**config.mk**
```make
export PLATFORM = sky130hd
export DESIGN_NAME = keyed_packet_byte_cipher_unit
export DESIGN_NICKNAME = d
export VERILOG_FILES = /design/src/rtl/kpbc_pkg.sv /design/src/rtl/keyed_packet_byte_cipher_unit.sv /design/src/rtl/kpbc_key_ram.sv /design/src/rtl/kpbc_front.sv /design/src/rtl/kpbc_transform.sv /design/src/rtl/kpbc_out_queue.sv
export SDC_FILE = /design/constraint.sdc
export NUM_CORES = 2
export LEC_CHECK = 0
export BUFFER_PORTS_ARGS = -buffer_cell sky130_fd_sc_hd__buf_2
export CAP_MARGIN = 40
export CORE_MARGIN = 2
export CORE_UTILIZATION = 50
export CTS_BUF_LIST = sky130_fd_sc_hd__clkbuf_8
export DETAILED_ROUTE_END_ITERATION = 8
export PLACE_DENSITY = 0.65
export SYNTH_ARGS = -nofsm -noshare
export SYNTH_HDL_FRONTEND = slang
export SYNTH_SLANG_ARGS = --single-unit
```
**constraint.sdc**
```tcl
create_clock -name clk -period 5.3 [get_ports clk]
set_input_delay 1.06 -clock clk [delete_from_list [all_inputs] [get_ports clk]]
set_output_delay 1.06 -clock clk [all_outputs]
set_load 0.005 [all_outputs]
```
**src/rtl/kpbc_pkg.sv**
```systemverilog
// ---------------------------------------------------------------------------
// kpbc_pkg
// shared types and constants of the keyed packet byte cipher
// ---------------------------------------------------------------------------
package kpbc_pkg;

    localparam int CFG_INDEX_W = 2;
    localparam int CFG_DATA_W  = 8;
    localparam int KEY_W       = 8;
    localparam int KEY_ADDR_W  = 8;
    localparam int POS_W       = 6;

    // register indexes
    localparam logic [CFG_INDEX_W-1:0] CFG_CIPHER_MODE = 2'd0;
    localparam logic [CFG_INDEX_W-1:0] CFG_START_KEY   = 2'd1;

    // cipher modes (code three behaves as keyed decrypt)
    localparam logic [1:0] MODE_ENCRYPT     = 2'd0;
    localparam logic [1:0] MODE_HDR_DECRYPT = 2'd1;
    localparam logic [1:0] MODE_KEY_DECRYPT = 2'd2;

    // input word kinds
    localparam logic ACT_LOAD = 1'b0;
    localparam logic ACT_DATA = 1'b1;

    localparam logic [7:0]       FIRST_XOR   = 8'hAA;
    localparam logic [POS_W-1:0] MASK_BITS   = 6'h24;
    localparam logic [POS_W-1:0] MASK_BASE   = 6'h01;
    localparam logic [7:0]       INVERT_BITS = 8'hFF;

    typedef struct packed {
        logic       action;
        logic [7:0] key_index;
        logic [7:0] key_value;
        logic [7:0] data_byte;
        logic       last_byte;
    } pkt_word_t;

    typedef struct packed {
        logic [7:0] out_byte;
        logic       out_last;
    } res_word_t;

    // key table access from the front end
    typedef struct packed {
        logic                  we;
        logic [KEY_ADDR_W-1:0] waddr;
        logic [KEY_W-1:0]      wdata;
        logic                  re;
        logic [KEY_ADDR_W-1:0] raddr;
    } ram_req_t;

    // one data byte on its way from the front end to the transform stage
    typedef struct packed {
        logic [7:0]       byte0;
        logic             last0;
        logic [7:0]       byte1;
        logic             last1;
        logic [1:0]       n_words;
        logic             scramble;
        logic             begin_key;
        logic [POS_W-1:0] pos;
        logic             decrypt;
        logic             keyed;
    } stage_item_t;

    typedef struct packed {
        logic one;
        logic two;
    } queue_room_t;

    typedef struct packed {
        logic [1:0] count;
        res_word_t  w0;
        res_word_t  w1;
    } queue_push_t;

endpackage

```
**src/rtl/keyed_packet_byte_cipher_unit.sv**
```systemverilog
// ---------------------------------------------------------------------------
// keyed_packet_byte_cipher_unit
// packet byte cipher driven by a 256-byte key table
// ---------------------------------------------------------------------------
// usage:
//   pkt channel: one input word per handshake (valid high, stall low). a word
//     with action load writes key_value into the key table and gives nothing;
//     a data word carries one packet byte and its last flag.
//   res channel: transformed bytes, one word per handshake, with out_last
//     on the final byte of each output packet.
//   cfg channel: valid/ready write of cipher_mode (index 0) or start_key
//     (index 1); ready is always high. write only while the block is idle.
// timing:
//   a data byte is accepted, its key table entry is read into the registered
//   read port at that edge, and the byte is held in the transform stage
//   register, which pushes its words into the result queue once the queue
//   has room for them; res_valid rises once the queue holds a word. one
//   input word per cycle while words out keep pace with bytes in; bytes that
//   give two words (encrypt first byte, header seed and tail) go to the queue.
// reset: mode is header decrypt, start key zero, no packet in progress. the
//   key table is not cleared; load it before sending packets.
// stall: a stalled receiver backs up the result queue; once the transform
//   stage cannot place its words, pkt_stall rises until room frees up.
// ---------------------------------------------------------------------------
module keyed_packet_byte_cipher_unit #(
    parameter int QUEUE_DEPTH = 4   // result queue words, at least 2
) (
    input  logic                                  clk,
    input  logic                                  rst_n,
    input  logic                                  pkt_valid,
    output logic                                  pkt_stall,
    input  kpbc_pkg::pkt_word_t                   pkt_data,
    output logic                                  res_valid,
    input  logic                                  res_stall,
    output kpbc_pkg::res_word_t                   res_data,
    input  logic                                  cfg_valid,
    output logic                                  cfg_ready,
    input  logic [kpbc_pkg::CFG_INDEX_W-1:0]      cfg_index,
    input  logic [kpbc_pkg::CFG_DATA_W-1:0]       cfg_data
);
    import kpbc_pkg::*;

    ram_req_t         ram_req;
    logic [KEY_W-1:0] kv;
    logic             item_valid;
    stage_item_t      item;
    logic             stage_hold;
    queue_room_t      room;
    queue_push_t      push;

    // registers are plain flops, always ready
    assign cfg_ready = 1'b1;

    // packet state, config registers and table addressing
    kpbc_front u_front (
        .clk        (clk),
        .rst_n      (rst_n),
        .pkt_valid  (pkt_valid),
        .pkt_stall  (pkt_stall),
        .pkt_data   (pkt_data),
        .cfg_valid  (cfg_valid && cfg_ready),
        .cfg_index  (cfg_index),
        .cfg_data   (cfg_data),
        .stage_hold (stage_hold),
        .ram_req    (ram_req),
        .item_valid (item_valid),
        .item       (item)
    );

    // key table, read data lines up with the transform stage
    kpbc_key_ram u_key_ram (
        .clk   (clk),
        .req   (ram_req),
        .rdata (kv)
    );

    // add / subtract / xor with the table byte, or invert
    kpbc_transform u_transform (
        .clk        (clk),
        .rst_n      (rst_n),
        .item_valid (item_valid),
        .item       (item),
        .kv         (kv),
        .room       (room),
        .stage_hold (stage_hold),
        .push       (push)
    );

    // result words toward the receiver
    kpbc_out_queue #(
        .DEPTH (QUEUE_DEPTH)
    ) u_out_queue (
        .clk       (clk),
        .rst_n     (rst_n),
        .push      (push),
        .room      (room),
        .res_valid (res_valid),
        .res_stall (res_stall),
        .res_data  (res_data)
    );

endmodule

```
**src/rtl/kpbc_key_ram.sv**
```systemverilog
// ---------------------------------------------------------------------------
// kpbc_key_ram
// 256 x 8 key table, one write and one registered read port
// ---------------------------------------------------------------------------
module kpbc_key_ram (
    input  logic                                clk,
    input  kpbc_pkg::ram_req_t                  req,
    output logic [kpbc_pkg::KEY_W-1:0]          rdata
);
    import kpbc_pkg::*;

    localparam int DEPTH = 1 << KEY_ADDR_W;

    logic [KEY_W-1:0] mem [DEPTH];
    logic [KEY_W-1:0] rdata_reg;

    always_ff @(posedge clk)
    begin
        if (req.we)
        begin
            mem[req.waddr] <= req.wdata;
        end
        if (req.re)
        begin
            rdata_reg <= mem[req.raddr];
        end
    end

    assign rdata = rdata_reg;

endmodule

```
**src/rtl/kpbc_front.sv**
```systemverilog
// ---------------------------------------------------------------------------
// kpbc_front
// accepts input words, keeps packet state, issues key table accesses
// ---------------------------------------------------------------------------
module kpbc_front (
    input  logic                                   clk,
    input  logic                                   rst_n,
    input  logic                                   pkt_valid,
    output logic                                   pkt_stall,
    input  kpbc_pkg::pkt_word_t                    pkt_data,
    input  logic                                   cfg_valid,
    input  logic [kpbc_pkg::CFG_INDEX_W-1:0]       cfg_index,
    input  logic [kpbc_pkg::CFG_DATA_W-1:0]        cfg_data,
    input  logic                                   stage_hold,
    output kpbc_pkg::ram_req_t                     ram_req,
    output logic                                   item_valid,
    output kpbc_pkg::stage_item_t                  item
);
    import kpbc_pkg::*;

    localparam logic [1:0] PH_START = 2'd0;
    localparam logic [1:0] PH_SEED  = 2'd1;
    localparam logic [1:0] PH_BODY  = 2'd2;

    logic [1:0]       mode_reg;
    logic [7:0]       start_key_reg;
    logic [1:0]       phase_reg, phase_next;
    logic             pass_reg, pass_next;
    logic [7:0]       rk_reg, rk_next;
    logic [POS_W-1:0] pos_reg, pos_next;
    logic [7:0]       held_first_reg, held_first_next;
    logic [7:0]       held_seed_reg, held_seed_next;

    logic       accept;
    logic       data_acc;
    logic       enc, hdr, keyed;
    logic [7:0] b;
    logic       last;
    logic [7:0] f_seed;
    logic [7:0] f_first;
    logic [7:0] seed_sum;
    logic [7:0] raddr;

    assign pkt_stall = stage_hold;
    assign accept    = pkt_valid && !pkt_stall;
    assign data_acc  = accept && (pkt_data.action == ACT_DATA);

    assign enc   = (mode_reg == MODE_ENCRYPT);
    assign hdr   = (mode_reg == MODE_HDR_DECRYPT);
    assign keyed = mode_reg[1];

    assign b        = pkt_data.data_byte;
    assign last     = pkt_data.last_byte;
    assign f_seed   = held_first_reg ^ FIRST_XOR;
    assign f_first  = b ^ FIRST_XOR;
    assign seed_sum = 8'(held_first_reg + b);

    always_comb
    begin
        phase_next      = phase_reg;
        pass_next       = pass_reg;
        rk_next         = rk_reg;
        pos_next        = pos_reg;
        held_first_next = held_first_reg;
        held_seed_next  = held_seed_reg;
        raddr           = rk_reg;

        item           = '0;
        item.byte0     = b;
        item.last0     = last;
        item.byte1     = b;
        item.last1     = last;
        item.n_words   = 2'd1;
        item.pos       = pos_reg;
        item.decrypt   = !enc;
        item.keyed     = keyed;

        unique case (phase_reg)
            PH_SEED:
            begin
                // key comes from first byte plus seed
                raddr          = seed_sum;
                item.begin_key = 1'b1;
                item.byte0     = f_seed;
                item.last0     = 1'b0;
                item.n_words   = (f_seed == 8'd0 || last) ? 2'd2 : 2'd1;
                pass_next      = (f_seed == 8'd0);
                if (f_seed != 8'd0)
                begin
                    held_seed_next = b;
                end
                rk_next    = seed_sum;
                pos_next   = POS_W'(2);
                phase_next = last ? PH_START : PH_BODY;
            end
            PH_BODY:
            begin
                if (!pass_reg)
                begin
                    item.scramble = 1'b1;
                    rk_next       = 8'(rk_reg + 8'd1);
                    pos_next      = POS_W'(pos_reg + POS_W'(1));
                    if (hdr && last)
                    begin
                        // seed byte goes to the tail
                        item.last0   = 1'b0;
                        item.byte1   = held_seed_reg;
                        item.last1   = 1'b1;
                        item.n_words = 2'd2;
                    end
                end
                phase_next = last ? PH_START : PH_BODY;
            end
            default:
            begin
                pass_next = 1'b0;
                if (keyed)
                begin
                    raddr          = start_key_reg;
                    item.begin_key = 1'b1;
                    item.scramble  = 1'b1;
                    item.pos       = '0;
                    rk_next        = 8'(start_key_reg + 8'd1);
                    pos_next       = POS_W'(1);
                    phase_next     = last ? PH_START : PH_BODY;
                end
                else if (last)
                begin
                    // one-byte packet
                    item.last0 = 1'b1;
                    phase_next = PH_START;
                end
                else if (enc)
                begin
                    raddr          = f_first;
                    item.begin_key = 1'b1;
                    item.byte0     = f_first;
                    item.last0     = 1'b0;
                    item.byte1     = 8'd0;
                    item.last1     = 1'b0;
                    item.n_words   = 2'd2;
                    rk_next        = f_first;
                    pos_next       = POS_W'(2);
                    pass_next      = (f_first == 8'd0);
                    phase_next     = PH_BODY;
                end
                else
                begin
                    held_first_next = b;
                    item.n_words    = 2'd0;
                    phase_next      = PH_SEED;
                end
            end
        endcase
    end

    always_comb
    begin
        ram_req.we    = accept && (pkt_data.action == ACT_LOAD);
        ram_req.waddr = pkt_data.key_index;
        ram_req.wdata = pkt_data.key_value;
        ram_req.re    = data_acc;
        ram_req.raddr = raddr;
    end

    assign item_valid = data_acc;

    always_ff @(posedge clk or negedge rst_n)
    begin
        if (!rst_n)
        begin
            mode_reg       <= MODE_HDR_DECRYPT;
            start_key_reg  <= '0;
            phase_reg      <= PH_START;
            pass_reg       <= 1'b0;
            rk_reg         <= '0;
            pos_reg        <= '0;
            held_first_reg <= '0;
            held_seed_reg  <= '0;
        end
        else
        begin
            if (data_acc)
            begin
                phase_reg      <= phase_next;
                pass_reg       <= pass_next;
                rk_reg         <= rk_next;
                pos_reg        <= pos_next;
                held_first_reg <= held_first_next;
                held_seed_reg  <= held_seed_next;
            end
            if (cfg_valid && cfg_index == CFG_CIPHER_MODE)
            begin
                // new mode drops any packet in progress
                mode_reg  <= cfg_data[1:0];
                phase_reg <= PH_START;
                pass_reg  <= 1'b0;
            end
            if (cfg_valid && cfg_index == CFG_START_KEY)
            begin
                start_key_reg <= cfg_data[7:0];
            end
        end
    end

endmodule

```
**src/rtl/kpbc_transform.sv**
```systemverilog
// ---------------------------------------------------------------------------
// kpbc_transform
// second stage: combines a byte with its table byte and hands words on
// ---------------------------------------------------------------------------
module kpbc_transform (
    input  logic                              clk,
    input  logic                              rst_n,
    input  logic                              item_valid,
    input  kpbc_pkg::stage_item_t             item,
    input  logic [kpbc_pkg::KEY_W-1:0]        kv,
    input  kpbc_pkg::queue_room_t             room,
    output logic                              stage_hold,
    output kpbc_pkg::queue_push_t             push
);
    import kpbc_pkg::*;

    stage_item_t      s1_reg;
    logic             s1_valid_reg;
    logic [POS_W-1:0] mask_reg;

    logic [POS_W-1:0] mask_eff;
    logic             hit, odd, go, fits;
    logic [7:0]       scr;

    assign mask_eff = s1_reg.begin_key ? ((kv[POS_W-1:0] & MASK_BITS) | MASK_BASE) : mask_reg;
    assign odd      = |(s1_reg.pos & mask_eff);
    assign hit      = (|(kv[POS_W-1:0] & mask_eff)) ^ s1_reg.keyed;

    always_comb
    begin
        unique case ({odd, hit})
            2'b11:   scr = s1_reg.decrypt ? 8'(s1_reg.byte0 - kv) : 8'(s1_reg.byte0 + kv);
            2'b10:   scr = s1_reg.byte0 ^ kv;
            2'b01:   scr = s1_reg.decrypt ? 8'(s1_reg.byte0 + kv) : 8'(s1_reg.byte0 - kv);
            default: scr = s1_reg.byte0 ^ INVERT_BITS;
        endcase
    end

    always_comb
    begin
        unique case (s1_reg.n_words)
            2'd0:    fits = 1'b1;
            2'd1:    fits = room.one;
            default: fits = room.two;
        endcase
    end

    assign go         = s1_valid_reg && fits;
    assign stage_hold = s1_valid_reg && !fits;

    always_comb
    begin
        push.count       = go ? s1_reg.n_words : 2'd0;
        push.w0.out_byte = s1_reg.scramble ? scr : s1_reg.byte0;
        push.w0.out_last = s1_reg.last0;
        push.w1.out_byte = s1_reg.byte1;
        push.w1.out_last = s1_reg.last1;
    end

    always_ff @(posedge clk or negedge rst_n)
    begin
        if (!rst_n)
        begin
            s1_valid_reg <= 1'b0;
            mask_reg     <= MASK_BASE;
        end
        else
        begin
            if (item_valid)
            begin
                s1_valid_reg <= 1'b1;
            end
            else if (go)
            begin
                s1_valid_reg <= 1'b0;
            end
            if (go && s1_reg.begin_key)
            begin
                mask_reg <= mask_eff;
            end
        end
    end

    always_ff @(posedge clk)
    begin
        if (item_valid)
        begin
            s1_reg <= item;
        end
    end

    // a held byte keeps its contents until it moves on
    a_hold_stable: assert property (@(posedge clk) disable iff (!rst_n)
        stage_hold |=> s1_valid_reg && $stable(s1_reg))
        else $error("held stage item changed");

    // select mask only ever carries the base bit and the two table bits
    a_mask_shape: assert property (@(posedge clk) disable iff (!rst_n)
        mask_reg[0] && ((mask_reg & ~(MASK_BITS | MASK_BASE)) == '0))
        else $error("select mask out of shape");

endmodule

```
**src/rtl/kpbc_out_queue.sv**
```systemverilog
// ---------------------------------------------------------------------------
// kpbc_out_queue
// small result queue, takes up to two words a cycle, gives one unless the receiver stalls
// ---------------------------------------------------------------------------
module kpbc_out_queue #(
    parameter int DEPTH = 4
) (
    input  logic                        clk,
    input  logic                        rst_n,
    input  kpbc_pkg::queue_push_t       push,
    output kpbc_pkg::queue_room_t       room,
    output logic                        res_valid,
    input  logic                        res_stall,
    output kpbc_pkg::res_word_t         res_data
);
    import kpbc_pkg::*;

    localparam int PTR_W = $clog2(DEPTH);
    localparam int CNT_W = $clog2(DEPTH + 1);

    res_word_t        q_reg [DEPTH];
    logic [PTR_W-1:0] rd_ptr_reg, wr_ptr_reg;
    logic [PTR_W-1:0] wr_ptr1, wr_ptr2, wr_ptr_next;
    logic [CNT_W-1:0] cnt_reg;
    logic             pop;

    function automatic logic [PTR_W-1:0] bump(input logic [PTR_W-1:0] p);
        return (p == PTR_W'(DEPTH - 1)) ? '0 : PTR_W'(p + PTR_W'(1));
    endfunction

    assign wr_ptr1 = bump(wr_ptr_reg);
    assign wr_ptr2 = bump(wr_ptr1);

    always_comb
    begin
        unique case (push.count)
            2'd0:    wr_ptr_next = wr_ptr_reg;
            2'd1:    wr_ptr_next = wr_ptr1;
            default: wr_ptr_next = wr_ptr2;
        endcase
    end

    assign res_valid = (cnt_reg != '0);
    assign res_data  = q_reg[rd_ptr_reg];
    assign pop       = res_valid && !res_stall;

    assign room.one = (cnt_reg < CNT_W'(DEPTH));
    assign room.two = (cnt_reg < CNT_W'(DEPTH - 1));

    always_ff @(posedge clk or negedge rst_n)
    begin
        if (!rst_n)
        begin
            rd_ptr_reg <= '0;
            wr_ptr_reg <= '0;
            cnt_reg    <= '0;
        end
        else
        begin
            wr_ptr_reg <= wr_ptr_next;
            if (pop)
            begin
                rd_ptr_reg <= bump(rd_ptr_reg);
            end
            cnt_reg <= CNT_W'(cnt_reg + CNT_W'(push.count) - CNT_W'(pop));
        end
    end

    always_ff @(posedge clk)
    begin
        if (push.count != 2'd0)
        begin
            q_reg[wr_ptr_reg] <= push.w0;
        end
        if (push.count == 2'd2)
        begin
            q_reg[wr_ptr1] <= push.w1;
        end
    end

    // the stage never pushes more words than there is room for
    a_no_overflow: assert property (@(posedge clk) disable iff (!rst_n)
        (push.count != 2'd0) |-> ({1'b0, cnt_reg} + (CNT_W + 1)'(push.count)
            <= (CNT_W + 1)'(DEPTH)))
        else $error("result queue overflow");

    a_count_bound: assert property (@(posedge clk) disable iff (!rst_n)
        cnt_reg <= CNT_W'(DEPTH))
        else $error("result queue count out of range");

endmodule
```
==> results.cfg <==
[synth]
yosysTopAreaCellShare_pct = 70.05
cell_type_with_the_largest_total_area_after_synthesis = edfxtp_1
synthArstFlopShare_pct = 2.616
ys.warnings.count = 0
post_synthesis_sequential_area_ratio_pct = 71.62
ys_ff_latch = 2179
synth_area_per_cell_um2 = 12.95
yosysUniqueCellTypes = 93
syn-instance-count = 7024
synth_area_um2 = 90970
synth_enable_flop_cells = 2122
syn-num-nets = 7111
yosys_most_used_dff = edfxtp_1
synthTopCellsByArea = edfxtp_1, nand2_1, nand3_1, a311oi_1, and3_1

[outcome]
status = complete, no violations

[floorplanning]
floorplan.die_area_um2 = 185400
placement_rows = 156
fp.coreArea_um2 = 180700
initial_core_util_pct = 50.33
pin_count = 53
fp.dieW_um = 430.5
die_y_um = 430.5

[final_layout]
final_common_cell = edfxtp_1
drive_above_1_share_pct = 13.50
area.growth.synth_to_final_pct = 12.78
fillers = 14580
num-nets-final = 7483
final_cell_mix = edfxtp_1, nand2_1, nand3_1, clkbuf_8, buf_4
final_cell_area_um2 = 102600
largest_register_ff_count = 2048
seqCellArea_um2 = 65150
area_taken_by_multi_input_logic_gates_um2 = 23390

[sta]
postLayoutSetupSlackWorst_ns = 0.1305
rsz0062_at_grt = no
finalHoldViolCount = 0
finalSetupViolCount = 0
maxSlewViolCount = 0
worst_clock_skew_ns = 0.07367
clock.fmax_mhz = 193.4
period_share_pct = 97.54
worst_pin_slew_ns = 1.041
slew_headroom_pct = 30.62
min_period_ns = 5.169

[place]
postPlaceCellArea_um2 = 96180
port_buffers = 51
pre_cts_slack_ns = -0.5673
dp.final_hpwl_um = 175100
gp_congestion = 1.001

[worst_setup_path]
critical_path_peak_fanout = 17
end_kind = flop
worst-endpoint-required_ns = 6.20
worstPathCellList = inv_1, ha_1, nor2b_1, o2bb2ai_1, or2_4, buf_4, a211oi_1, a311oi_1, nor3_1, o21ai_0, nand3_1, nor4_1, buf_4, a31o_1
cp_data_arrival_time_ns = 6.07
worst-setup-path-type = reg2reg
start_kind = flop
critical-path-slowest-cell = o21ai_0
max_stage_delay_ns = 0.73
cpMostUsedCell = buf_4

[routing]
routed-via-count = 62510
drt_first_iter_violations = 8690
drt_wl_total_um = 276500
drc = 0
drt-wirelength-per-cell_um = 27.56
drtAntennaViolNets = 0
first_pass_iters = 7
post_drt_via_cell_ratio = 6.229

[clock_tree]
clk_pin_slew_worst_paths_ns = 0.06
clockBufferDepth = 4
cts.root.buffer_cell = clkbuf_8
clock-sinks = 2179
cts_tree = done
clock_tree.htree_level_count = 5
cts_made_buffers = 367
clkLatencyLatePin_ns = 1.06

[global_route]
grt_max_degree = 162
antenna_found_initial = 17
grt_usage_pct = 29.42
globalRouteOverflowTotal = 0
grt_first_pass_wirelength_um = 403300
first_global_vias = 59890

[power_and_ir_drop]
leakage_uw = 0.03594
vdd_drop_max_mv = 0.3348
power_density_nw_per_um2 = 541.2

[job]
cap_viol_max_count = 0

[hold_path]
path_category_of_the_worst_min_delay_check = in2async
==> worst paths after layout <==
path                                      start                         to  slack, ns  cells past startpoint
max                        u_front.phase_reg[1]         u_key_ram.rdata[4]       0.13                     14
min in group clk                    cfg_data[2]   u_front.start_key_reg[2]       0.28                      2
min reg2reg                  u_front.pos_reg[5]         u_front.pos_reg[5]       0.48                      1
max in group asynchronous                 rst_n         u_front.pos_reg[2]       4.56                      2
min                                       rst_n  u_out_queue.rd_ptr_reg[1]       0.19                      2
max reg2reg                u_front.phase_reg[1]         u_key_ram.rdata[4]       0.13                     14
==> routing by layer <==
metal  share of wire [%]  vias to the layer above  wire length, um  global-route usage [%]
met5               0.026                        -               73                       0
met2                  45                     3792           123200                   44.07
met1                  39                    30840           106800                   40.55
li1                    -                    27100                -                       -
met3                  11                      764            31160                   6.586
met4                 5.6                       10            15370                   15.09
==> critical path, delay by kind of cell, from the launching register on <==
family / cells / cell delay, ns
AOI/OAI and AO/OA: 5 / 1.52
adders and majority gates: 1 / 0.53
buffers and inverters: 3 / 0.60
DFF: 1 / 0.39
and+or+nand+nor: 5 / 1.95
==> cells by family (layout without fill, tap and decap cells) <==
logic type	count (synthesis)	in the layout	synth area share (%)
buffers and inverters	524	1159	2.840
flip-flops	2179	2179	71.62
AND/OR/NAND/NOR	3167	3167	15.30
adder cells (fa/ha/maj)	46	46	0.6657
AO/OA/AOI/OAI	932	932	7.356
other	1	6	0.004122
multiplexers	159	159	2.048
XOR/XNOR	16	16	0.1747
==> stage by stage <==
step	power, uW	instances	utilization, %	hold WS, ns	setup TNS, ns
after global placement	41560	9361	53.05	0.4565	-1.580
final	55520	10030	56.76	0.1860	0
after global routing	57550	10030	56.76	0.2246	0
after CTS	55060	10020	56.73	0.1438	0
after floorplan	32320	7024	-	0.4365	0
after detailed placement	41730	9391	53.21	0.4685	-1.469
==> synth_stat cells, types with 13 or more instances <==
master       n
o211ai_1    19
nand3_1    700
nand2_1   1689
ha_1        42
buf_2      190
nor2b_1     13
nand4_1     43
nand2b_1    13
mux2_2      57
and3_1     228
a32oi_1     35
dfrtp_1     55
buf_4       45
nor3_1      51
buf_6       28
a31oi_1    138
mux4_2      16
a22oi_1     17
mux2i_1     86
edfxtp_1  2122
o22ai_1     15
buf_1       49
clkbuf_1   176
a311oi_1   191
nor2_1     346
a211oi_1   172
o21ai_0     93
a21oi_1    124
inv_1       36
==> cell type report <==
type / instances / share of cell area (%)
multi-input combinational: 4321 / 22.80
inverter: 36 / 0.1317
clock inverter: 256 / 1.152
tap: 2370 / 2.890
sequential: 2179 / 63.50
clock buffer: 376 / 5.044
timing repair buffer: 491 / 4.473
antenna: 5 / 0.01220
==> report_power, final <==
group / total (uW) / internal (uW) / switching, uW
Clock: 13500 / 6830 / 6640
Combinational: 22400 / 7270 / 15100
Sequential: 19700 / 19300 / 376
==> timing repair <==
item,CTS,global route
setup buffers,0,0
setup endpoints to repair,0,1
gates resized for setup,0,2
hold buffers,0,0
Note: power is estimated with default switching activity, not from simulation.
